$ cat src/hw/rtl/twg_pkg.sv
package twg_pkg;

  // Serial divider geometry: a 32-bit divisor and a 17-bit quotient, one bit a step.
  localparam int unsigned DivW     = 32;
  localparam int unsigned QuotW    = 17;
  localparam int unsigned DivSteps = QuotW;
  localparam int unsigned CntW     = $clog2(DivSteps);

  // Configuration register indexes
  localparam logic [1:0] RegAmplitude = 2'd0;
  localparam logic [1:0] RegPeriod    = 2'd1;
  localparam logic [1:0] RegDuty      = 2'd2;

  localparam logic [15:0] DutyHalf = 16'h8000;

  typedef struct packed {
    logic             start;
    logic [DivW-1:0]  divisor;
    logic [DivW-1:0]  dividend_hi;  // must be below the divisor
    logic [QuotW-1:0] dividend_lo;
  } div_req_t;

  typedef struct packed {
    logic             done;
    logic [QuotW-1:0] quot;
    logic [DivW-1:0]  rem;
  } div_rsp_t;

endpackage

$ cat src/hw/rtl/twg_div.sv
module twg_div (
  input  logic               clk,
  input  logic               rst_n,
  input  twg_pkg::div_req_t  req,
  output twg_pkg::div_rsp_t  rsp
);

  logic [twg_pkg::DivW-1:0]  rem_r, rem_nxt;
  logic [twg_pkg::QuotW-1:0] lo_r, lo_nxt;
  logic [twg_pkg::DivW-1:0]  dvs_r;
  logic [twg_pkg::CntW-1:0]  cnt_r;
  logic                      busy_r;
  logic                      done_r;

  logic [twg_pkg::DivW:0] shifted;
  logic                   ge;

  // One restoring step: bring in the next dividend bit, subtract if it fits.
  always_comb begin
    shifted = {rem_r, lo_r[twg_pkg::QuotW-1]};
    ge      = shifted >= {1'b0, dvs_r};
    rem_nxt = ge ? twg_pkg::DivW'(shifted - {1'b0, dvs_r})
                 : shifted[twg_pkg::DivW-1:0];
    lo_nxt  = {lo_r[twg_pkg::QuotW-2:0], ge};
  end

  always_ff @(posedge clk) begin
    if (!rst_n) begin
      busy_r <= 1'b0;
      done_r <= 1'b0;
      cnt_r  <= '0;
    end else begin
      // Pulse done for one cycle after the last step.
      done_r <= busy_r && !req.start && (cnt_r == '0);
      if (req.start) begin
        busy_r <= 1'b1;
        cnt_r  <= twg_pkg::CntW'(twg_pkg::DivSteps - 1);
      end else if (busy_r) begin
        cnt_r <= cnt_r - 1'b1;
        if (cnt_r == '0) begin
          busy_r <= 1'b0;
        end
      end
    end
  end

  always_ff @(posedge clk) begin
    if (req.start) begin
      rem_r <= req.dividend_hi;
      lo_r  <= req.dividend_lo;
      dvs_r <= req.divisor;
    end else if (busy_r) begin
      rem_r <= rem_nxt;
      lo_r  <= lo_nxt;
    end
  end

  assign rsp.done = done_r;
  assign rsp.quot = lo_r;
  assign rsp.rem  = rem_r;

endmodule

$ cat src/hw/rtl/triangle_wave_generator.sv
// Adds one point of an asymmetric triangle wave to each incoming Q8.8 sample and
// returns the saturated Q8.8 sum. The wave rises from -1 to +1 over the duty share
// of the period (duty is Q0.16, zero means one half) and falls back over the rest;
// it is scaled by the signed Q8.8 amplitude. A phase counter advances one tick per
// transfer and wraps at the period; a zero period passes the sample through and
// leaves the phase alone. Write configuration only while the block is idle.
// Timing: one transfer at a time. A sample goes through these steps, from the accept
// through the output load: accept, multiply for the peak position, operand setup,
// the bit-serial divider (17 quotient bits), amplitude multiply, round and saturate,
// output load. When a lowered period leaves the phase at or above the period, the
// divider first reduces the phase modulo the period. A zero period goes straight
// from the accept to the output load. in_tready is high only in the idle state; a
// finished result waits in the output register without holding up the next accept.
module triangle_wave_generator (
  input  logic        clk,
  input  logic        rst_n,

  input  logic        in_tvalid,
  output logic        in_tready,
  input  logic [15:0] in_tdata,    // [15:0] base_sample

  output logic        out_tvalid,
  input  logic        out_tready,
  output logic [15:0] out_tdata,   // [15:0] sample_out

  input  logic        cfg_we,
  input  logic [1:0]  cfg_index,
  input  logic [15:0] cfg_wdata
);

  typedef enum logic [2:0] {
    S_IDLE, S_MOD, S_SETUP, S_START, S_DIV, S_MUL, S_RND, S_OUT
  } state_t;

  state_t state_r;

  // Configuration
  logic signed [15:0] amplitude_r;
  logic [15:0]        period_r;
  logic [15:0]        duty_r;

  // Per-sample working registers
  logic [15:0]        phase_r;
  logic signed [15:0] base_r;
  logic [15:0]        t_r;
  logic [31:0]        peak_r;
  logic signed [17:0] w_r;
  logic signed [33:0] prod_r;
  logic [15:0]        res_r;
  logic               out_tvalid_r;
  logic [15:0]        out_tdata_r;

  twg_pkg::div_req_t div_req;
  twg_pkg::div_rsp_t div_rsp;

  logic               in_xfer;
  logic [15:0]        duty_eff;
  logic               rising;
  logic [31:0]        den;
  logic [15:0]        num;
  logic signed [33:0] acc;
  logic signed [33:0] acc_rnd;
  logic signed [18:0] rnd;
  logic [15:0]        sat;
  logic [16:0]        t_inc;

  assign in_tready  = (state_r == S_IDLE);
  assign in_xfer    = in_tvalid && in_tready;
  assign out_tvalid = out_tvalid_r;
  assign out_tdata  = out_tdata_r;

  assign duty_eff = (duty_r == '0) ? twg_pkg::DutyHalf : duty_r;

  // Rising while t*65536 < duty*P; the falling span is P*65536 - peak.
  always_comb begin
    rising = {t_r, 16'b0} < peak_r;
    den    = rising ? peak_r : ({period_r, 16'b0} - peak_r);
    num    = rising ? t_r : (period_r - t_r);
  end

  // Divider operands: reduce the phase, or form round(num * 2^32 / den).
  // The dividend num*2^32 + den/2 has no carry between its parts.
  always_comb begin
    div_req = '0;
    if (state_r == S_IDLE) begin
      div_req.start       = in_xfer && (period_r != '0) && (phase_r >= period_r);
      div_req.divisor     = {16'b0, period_r};
      div_req.dividend_hi = '0;
      div_req.dividend_lo = {1'b0, phase_r};
    end else if (state_r == S_START) begin
      div_req.start       = 1'b1;
      div_req.divisor     = den;
      div_req.dividend_hi = {1'b0, num, 1'b0, den[31:18]};
      div_req.dividend_lo = den[17:1];
    end
  end

  twg_div u_div (
    .clk   (clk),
    .rst_n (rst_n),
    .req   (div_req),
    .rsp   (div_rsp)
  );

  // Round to nearest, ties up: floor((acc + 2^14) / 2^15), then saturate.
  always_comb begin
    acc     = prod_r + $signed({{3{base_r[15]}}, base_r, 15'b0});
    acc_rnd = acc + 34'sd16384;
    rnd     = acc_rnd[33:15];
    if (rnd > 19'sd32767) begin
      sat = 16'h7fff;
    end else if (rnd < -19'sd32768) begin
      sat = 16'h8000;
    end else begin
      sat = rnd[15:0];
    end
    t_inc = {1'b0, t_r} + 17'd1;
  end

  // Configuration writes; indexes beyond the list are dropped.
  always_ff @(posedge clk) begin
    if (!rst_n) begin
      amplitude_r <= '0;
      period_r    <= '0;
      duty_r      <= twg_pkg::DutyHalf;
    end else if (cfg_we) begin
      case (cfg_index)
        twg_pkg::RegAmplitude: amplitude_r <= $signed(cfg_wdata);
        twg_pkg::RegPeriod:    period_r    <= cfg_wdata;
        twg_pkg::RegDuty:      duty_r      <= cfg_wdata;
        default: ;
      endcase
    end
  end

  // Sequencer
  always_ff @(posedge clk) begin
    if (!rst_n) begin
      state_r      <= S_IDLE;
      phase_r      <= '0;
      out_tvalid_r <= 1'b0;
    end else begin
      // Drop valid after a transfer unless S_OUT reloads the register now.
      if (out_tvalid_r && out_tready && (state_r != S_OUT)) begin
        out_tvalid_r <= 1'b0;
      end
      case (state_r)
        S_IDLE: begin
          if (in_xfer) begin
            base_r <= $signed(in_tdata);
            if (period_r == '0) begin
              res_r   <= in_tdata;
              state_r <= S_OUT;
            end else if (phase_r >= period_r) begin
              state_r <= S_MOD;
            end else begin
              t_r     <= phase_r;
              state_r <= S_SETUP;
            end
          end
        end
        S_MOD: begin
          if (div_rsp.done) begin
            t_r     <= div_rsp.rem[15:0];
            state_r <= S_SETUP;
          end
        end
        S_SETUP: begin
          peak_r  <= duty_eff * period_r;
          state_r <= S_START;
        end
        S_START: begin
          state_r <= S_DIV;
        end
        S_DIV: begin
          if (div_rsp.done) begin
            w_r     <= $signed({1'b0, div_rsp.quot}) - 18'sd32768;
            state_r <= S_MUL;
          end
        end
        S_MUL: begin
          prod_r  <= 34'(w_r) * 34'(amplitude_r);
          state_r <= S_RND;
        end
        S_RND: begin
          res_r   <= sat;
          phase_r <= (t_inc == {1'b0, period_r}) ? '0 : t_inc[15:0];
          state_r <= S_OUT;
        end
        S_OUT: begin
          // Hold until the output register is free, then load it.
          if (!out_tvalid_r || out_tready) begin
            out_tvalid_r <= 1'b1;
            out_tdata_r  <= res_r;
            state_r      <= S_IDLE;
          end
        end
        default: state_r <= S_IDLE;
      endcase
    end
  end

endmodule
$ cat config.mk
export PLATFORM = sky130hd
export DESIGN_NAME = triangle_wave_generator
export DESIGN_NICKNAME = d
export VERILOG_FILES = /design/src/hw/rtl/twg_pkg.sv /design/src/hw/rtl/twg_div.sv /design/src/hw/rtl/triangle_wave_generator.sv
export SDC_FILE = /design/constraint.sdc
export NUM_CORES = 2
export LEC_CHECK = 0
export BUFFER_PORTS_ARGS = -buffer_cell sky130_fd_sc_hd__buf_2
export CORE_MARGIN = 1
export CORE_UTILIZATION = 60
export DETAILED_ROUTE_END_ITERATION = 16
export GPL_TIMING_DRIVEN = 1
export HOLD_SLACK_MARGIN = 0.06
export PLACE_DENSITY = 0.77
export RECOVER_POWER = 50
export SYNTH_ARGS = -nofsm -noshare
export SYNTH_HDL_FRONTEND = slang
export SYNTH_SLANG_ARGS = --single-unit
$ cat constraint.sdc
create_clock -name clk -period 8 [get_ports clk]
set_input_delay 0.4 -clock clk [delete_from_list [all_inputs] [get_ports clk]]
set_output_delay 0.4 -clock clk [all_outputs]
set_load 0.02 [all_outputs]
# --- Word-level counts from Yosys, hierarchy flattened ---
# Index checks and enable logic that the tools add are counted.
totals:
  reg_bits: 304
  inputBits: 39
  out_inout_bits: 18
  elab_cells: 124
classes:
  add_sub_neg: 8
  mul: 2
  order_cmp: 5
  n_eq_ne: 18
  n_mux: 36
  n_bitwise: 2
  reduce_logical: 32
ops:
  columns: ["operator", "count"]
  rows:
  - ["16-bit two-way mux", 11]
  - ["82-bit two-way mux", 2]
  - ["32-bit two-way mux", 4]
  - ["16-bit one-hot mux with 2 select lines", 2]
  - ["32-bit subtractor", 2]
  - ["34-bit by 16-bit adder with 34-bit output, second input constant", 1]
  - ["34-bit by 31-bit adder with 34-bit output", 1]
  - ["18-bit by 16-bit multiplier with 34-bit output", 1]
  - ["17-bit two-way mux", 2]
  - ["33-bit by 32-bit greater-or-equal comparator with 1-bit output", 1]
  - ["16-bit zero test", 2]
  - ["32-bit < comparator", 1]
  - ["16-bit by 16-bit multiplier with 32-bit output", 1]
  - ["3-bit one-hot mux with 8 select lines", 1]
  - ["19-bit by 16-bit > comparator with 1-bit output, second input constant", 1]
  - ["19-bit by 16-bit < comparator with 1-bit output, second input constant", 1]
  - ["17-bit by 16-bit subtractor with 18-bit output, second input constant", 1]
  - ["16-bit by 1-bit adder with 17-bit output, second input constant", 1]
  - ["17-bit by 16-bit == test with 1-bit output", 1]
  - ["16-bit greater-or-equal comparator", 1]
  - ["16-bit nonzero test", 1]
  - ["16-bit subtractor", 1]
  - ["3-bit two-way mux", 5]
  - ["3-bit == test, second input constant", 4]
  - ["other kinds (24)", 54]

# --- Longest topological paths before layout ---
depth:
  ltp_word: 8
  ltp_mapped: 25
  ltp_nobuf: 24

# --- Hierarchy ---
# Synthesis repeated with hierarchy kept, for this count alone.
unflattened:
  hier_cells: 3852
  hier_area_um2: 36358.6
modules_own_cells:
  columns: ["mod", "instances", "cells_per_inst", "area_each_um2", "seq_area_each_um2"]
  rows:
  - ["triangle_wave_generator", 1, 3335, 30588.1, 5385.2]
  - ["twg_div", 1, 517, 5770.5, 2572.5]

# --- Worst setup path before layout ---
# OpenSTA, ideal clock, no wires.
synth_path:
  kind: "register to register"
  start: "register duty_r[8]"
  end: "register peak_r[31], data pin"
  setup_ps: 260
  arrival_time_ps: 6298
  slack_ps: 1442
  path_stages_with_launch: 24
  n_path_buf: 1
  period_less_slack_ps: 6558
  path_cell_list: "dfxtp_1 -> clkbuf_1 -> nor4_1 -> a41o_1 -> nand2_1 -> fa_1 -> fa_1 -> inv_1 -> fa_1 -> fa_1 -> fa_1 -> inv_1 -> fa_1 -> inv_1 -> ha_1 -> a21o_1 -> a2111oi_0 -> a32oi_1 -> a2111oi_0 -> nor3_1 -> a31oi_1 -> o21ai_0 -> a21oi_1 -> xnor2_1"
synth_between:
  elab_chain_cells: 3
synth_lines:
  columns: ["item", "line_no", "source"]
  rows:
  - ["from (decl)", "triangle_wave_generator.sv:40", "logic [15:0] duty_r;"]
  - ["from (signal assigned)", "triangle_wave_generator.sv:125", "duty_r <= twg_pkg::DutyHalf;"]
  - ["from (signal assigned)", "triangle_wave_generator.sv:130", "twg_pkg::RegDuty: duty_r <= cfg_wdata;"]
  - ["16-bit zero test", "triangle_wave_generator.sv:72", "assign duty_eff = (duty_r == '0) ? twg_pkg::DutyHalf : duty_r;"]
  - ["16-bit two-way mux (*)", "triangle_wave_generator.sv:72", null]
  - ["16-bit by 16-bit multiplier with 32-bit output (*)", "triangle_wave_generator.sv:169", "peak_r <= duty_eff * period_r;"]
  - ["to (signal assigned)", "triangle_wave_generator.sv:169", null]
  - ["to (decl)", "triangle_wave_generator.sv:46", "logic [31:0] peak_r;"]
# Mark *: on every way between the ends. The rest lies on a longest branch, timed or not.
# A chain may end at the register's enable or synchronous reset.

# --- Worst setup path after layout ---
layout_path:
  start: "register duty_r[0]"
  end: "register peak_r[31], data pin"
# The elaborated chain is that of the path after synthesis.

==> reports/qor.log <==
qor: status.status complete, but fails checks
qor: status.violations max-capacitance violations, max-slew violations
qor: detailed_routing.route.detailed.drc 0
qor: grt.grt_util_all_layers 30.7%
qor: logic_synthesis.syn_nets 4,606
qor: pwr.power.total 6560 µW
qor: final_layout.layout.nets 4,608
qor: pwr.comb_power_share 41.1%
qor: detailed_routing.drt-wirelength-per-cell 19.3 µm
qor: setup_path.rrSetupSlack 0.69 ns
qor: placed_design.dp_hpwl 68,600 µm
qor: timing.period_needed 7.31 ns
qor: cts.path_clk_slew 0.07 ns
qor: cts.clock_tree_from_tritoncts yes
qor: pwr.netSwitchingFraction 38.6%
qor: timing.worst_clock_skew 0.0242 ns
qor: floorplanning.core 58,000 µm²
qor: worst_hold_path.min-delay-start cfg_wdata[1]
qor: detailed_routing.met3WireLength 5880 µm
qor: logic_synthesis.syn_area_per_cell 9.40 µm²
qor: pwr.ir_drop 0.203 mV
qor: floorplanning.initial_core_util 61.1%
qor: detailed_routing.routedLengthMet1 36,500 µm
qor: floorplanning.fp.dieArea 60,100 µm²
qor: pwr.internal_power 4030 µW
qor: pwr.powerDensity 174 nW/µm²
qor: floorplanning.floorplan.die.width 245 µm
qor: grt.grt_pass1_vias 27,439
qor: timing.slew_headroom -28.5%
qor: detailed_routing.drtAntennaViolNets 0
qor: grt.grt_antenna_before_repair 0
qor: logic_synthesis.yosys_warnings 0
qor: logic_synthesis.post_synth_num_cell_types 83
qor: final_layout.drive_gt1_share 4.26%
qor: pwr.seqPwrFrac 33.0%
qor: detailed_routing.routed-wl-met2 42,900 µm
qor: flow_run.max-cap-violations 1
qor: logic_synthesis.sequential_cell_area_fraction_in_the_yosys_report 22.4%
qor: worst_hold_path.hold-path-cell-count 3
qor: setup_path.worst_r2r_startpoint duty_r[0]
qor: timing.final_min_period_over_clock_period 91.4%
qor: logic_synthesis.post_synth_inst_count 3,773
qor: cts.clock-sinks 290
qor: setup_path.critical_path.endpoint_type register
qor: cts.cts_buf_count 34
qor: logic_synthesis.synth-edff-count 215
qor: pwr.p_clk_share 25.9%
qor: cts.cts_root_buf sky130_fd_sc_hd__clkbuf_16
qor: timing.top_achievable_clock_speed 137 MHz
qor: pwr.switchingPower 2530 µW
qor: floorplanning.num_io_pins 57
qor: timing.totalNegativeSetupSlack 0 ns
qor: setup_path.crit_path_max_fanout 7
qor: logic_synthesis.synth-seq-cells 290
qor: pwr.power.static_leakage 0.0171 µW
qor: timing.tightest_slew 1.93 ns
qor: final_layout.area.sequential 7960 µm²
qor: cts.cts_buffer_depth 3
qor: detailed_routing.detail_route.first_pass.iterations 6
qor: cts.cts-resized-gates 0
qor: detailed_routing.maxUsedRoutingLayer met4
qor: placed_design.portBuffers 56
qor: final_layout.multiInputGateArea 24,500 µm²
qor: setup_path.critical_path_at 7.62 ns
qor: timing.maxSlewViolCount 33
qor: final_layout.area_delta_synth_final 6.45%
qor: detailed_routing.route.final.wire_length 88,300 µm
qor: worst_hold_path.hold_path.class input port to register
qor: worst_hold_path.worstHoldEndpoint period_r[1]
qor: logic_synthesis.post_synth_instance_area 35,400 µm²
qor: grt.grt_pass1_wl 145,000 µm
qor: detailed_routing.drt-initial-drc-count 2,312
qor: final_layout.num-fill-cells 4,644
qor: setup_path.critPathKind register to register
qor: placed_design.routability_congestion_estimate 0.935
qor: floorplanning.die_y 245 µm
qor: setup_path.rr_worst_depth 23
qor: cts.worstSkewPairLatency 0.56 ns
qor: floorplanning.placement_rows 88
qor: setup_path.crit_required 8.31 ns
qor: cts.htree_num_levels 2
qor: grt.grt_overflow_total 0
qor: timing.rsz0062_at_grt false
qor: setup_path.crit_path_start_kind register
qor: setup_path.critical_path.reg2reg.endpoint peak_r[31]
qor: timing.setup_viol_count_final 0
qor: grt.pin_count_of_the_biggest_net_entering_global_routing 64
qor: timing.hold_violations 0
qor: detailed_routing.detail_route.vias_per_cell 5.80
qor: logic_synthesis.ffs_w_async_s_r_synth 0%
qor: detailed_routing.vias 26,492
qor: logic_synthesis.yosys_most_used_dff sky130_fd_sc_hd__edfxtp_1
what timing repair did:
item | in CTS | in global routing
hold endpoints to repair | 15 | 0
setup buffers | 0 | 0
hold buffers | 15 | 0
routing by layer:
layer,vias to the layer above,track usage [%]
met3,189,4.56
li1,12160,-
met1,13190,40.2
met4,0,10.4
met5,-,0
met2,953,52.1
placed cells by master (no fill, tap or decap), types with 19 or more instances in the layout:
master / instances
sky130_fd_sc_hd__o22ai_1: 56
sky130_fd_sc_hd__nand2_1: 506
sky130_fd_sc_hd__mux2i_1: 33
sky130_fd_sc_hd__a21oi_1: 134
sky130_fd_sc_hd__edfxtp_1: 215
sky130_fd_sc_hd__inv_1: 642
sky130_fd_sc_hd__and2_1: 221
sky130_fd_sc_hd__nor3_1: 43
sky130_fd_sc_hd__nand3_1: 42
sky130_fd_sc_hd__clkbuf_16: 36
sky130_fd_sc_hd__buf_4: 40
sky130_fd_sc_hd__fa_1: 486
sky130_fd_sc_hd__a21o_1: 53
sky130_fd_sc_hd__xnor2_1: 117
sky130_fd_sc_hd__a21boi_0: 54
sky130_fd_sc_hd__xor2_1: 49
sky130_fd_sc_hd__dfxtp_1: 75
sky130_fd_sc_hd__nand2b_1: 42
sky130_fd_sc_hd__or3_1: 19
sky130_fd_sc_hd__clkbuf_1: 46
sky130_fd_sc_hd__nor2_1: 164
sky130_fd_sc_hd__o21a_1: 20
sky130_fd_sc_hd__buf_2: 21
sky130_fd_sc_hd__o21ai_0: 102
sky130_fd_sc_hd__ha_1: 308
cell families (layout without fill, tap and decap cells):
family	count (synthesis)	in the layout	synth area share, %
muxes	49	49	1.44
and+or+nand+nor	1131	1131	15.2
DFF	290	290	22.4
adders and majority gates	794	794	38.3
AOI/OAI and AO/OA	545	545	10.0
buffers and inverters	798	826	8.51
other	0	1	0
xor gates and xnor gates	166	166	4.10
cell usage after synthesis, drive strengths merged, types with 10 or more instances:
| cell type | n | area share [%] |
|---|---|---|
| edfxtp | 215 | 18 |
| mux2 | 16 | 0.51 |
| nor2b | 15 | 0.26 |
| a21oi | 135 | 1.9 |
| o21a | 20 | 0.42 |
| a41oi | 10 | 0.25 |
| o21ai | 108 | 1.6 |
| a31oi | 12 | 0.21 |
| a211oi | 18 | 0.40 |
| clkbuf | 133 | 1.4 |
| a21boi | 55 | 1.2 |
| and2 | 226 | 4.0 |
| nor4 | 13 | 0.23 |
| inv | 643 | 6.8 |
| nand4 | 14 | 0.25 |
| nand3 | 42 | 0.59 |
| and3 | 13 | 0.23 |
| nor2 | 165 | 1.7 |
| buf | 21 | 0.28 |
| mux2i | 33 | 0.93 |
| or3 | 19 | 0.34 |
| xor2 | 49 | 1.2 |
| ha | 308 | 11 |
| a21o | 53 | 1.1 |
| nand2 | 506 | 5.4 |
| dfxtp | 75 | 4.2 |
| fa | 486 | 27 |
| nand2b | 43 | 0.76 |
| nor3 | 45 | 0.66 |
| xnor2 | 117 | 2.9 |
| o22ai | 56 | 0.99 |
final cells by class:
type | count | area share, %
Antenna cell | 1 | 0.00663
Clock buffer | 38 | 2.41
Clock inverter | 24 | 0.773
Inverter | 644 | 6.41
Multi-Input combinational cell | 2685 | 64.9
Sequential cell | 290 | 21.1
Tap cell | 765 | 2.54
Timing Repair Buffer | 120 | 1.91
flip-flops by register name, indices dropped and copies added (netlist names):
register,count
prod_r,20
t_r,16
u_div.busy_r,1
phase_r,16
amplitude_r,16
u_div.rem_r,32
u_div.lo_r,17
u_div.cnt_r,5
base_r,16
u_div.done_r,1
period_r,16
out_tdata,16
peak_r,32
state_r,3
out_tvalid,1
duty_r,16
w_r,18
u_div.dvs_r,32
res_r,16
through the flow:
stage,setup slack [ns],area (µm²),cells,hold slack [ns],utilization (%)
after global routing,0.244,37700,4566,0.129,65.0
after global placement,0.762,36500,4489,0.402,62.9
after CTS,0.637,37800,4566,0.0600,65.2
after detailed placement,0.636,36500,4489,0.407,62.9
after floorplan,1.44,35400,3773,0.400,-
final,0.686,37700,4567,0.124,65.0
critical path, stage by stage, from the launching register on:
cell and delay, ns:
sky130_fd_sc_hd__dfxtp_1 0.31, sky130_fd_sc_hd__nor4_1 0.64, sky130_fd_sc_hd__a41o_1 0.27, sky130_fd_sc_hd__buf_4 0.16
sky130_fd_sc_hd__nand2_1 0.08, sky130_fd_sc_hd__fa_1 0.54, sky130_fd_sc_hd__fa_1 0.54, sky130_fd_sc_hd__inv_1 0.05
sky130_fd_sc_hd__fa_1 0.47, sky130_fd_sc_hd__fa_1 0.50, sky130_fd_sc_hd__fa_1 0.48, sky130_fd_sc_hd__inv_1 0.05
sky130_fd_sc_hd__fa_1 0.47, sky130_fd_sc_hd__inv_1 0.04, sky130_fd_sc_hd__ha_1 0.35, sky130_fd_sc_hd__a21o_1 0.19
sky130_fd_sc_hd__a2111oi_0 0.39, sky130_fd_sc_hd__a32oi_1 0.20, sky130_fd_sc_hd__a2111oi_0 0.37, sky130_fd_sc_hd__nor3_1 0.16
sky130_fd_sc_hd__a31oi_1 0.36, sky130_fd_sc_hd__o21ai_0 0.17, sky130_fd_sc_hd__a21oi_1 0.19, sky130_fd_sc_hd__xnor2_1 0.08
power groups by stage:
| stage | clock network (µW) | logic [µW] | registers (µW) |
|---|---|---|---|
| 4_1_cts | 1710 | 2670 | 2160 |
| 5_1_grt | 1770 | 2980 | 2180 |
| 3_5_place_dp | 0 | 2640 | 2190 |
| 3_3_place_gp | 0 | 2580 | 2180 |
| 6_report | 1700 | 2690 | 2160 |
| 2_1_floorplan | 0 | 2030 | 2100 |
worst max-delay path by stage:
stage / startpoint / end / slack, ns / depth (start not counted)
after floorplan: duty_r[8] / peak_r[31] / 1.44 / 23
after detailed placement: amplitude_r[6] / prod_r[33] / 0.64 / 23
after global placement: amplitude_r[6] / prod_r[33] / 0.76 / 23
after CTS: amplitude_r[6] / prod_r[33] / 0.64 / 23
final: duty_r[0] / peak_r[31] / 0.69 / 23
after global routing: amplitude_r[6] / prod_r[33] / 0.24 / 23
Note: power is estimated with default switching activity, not from simulation.
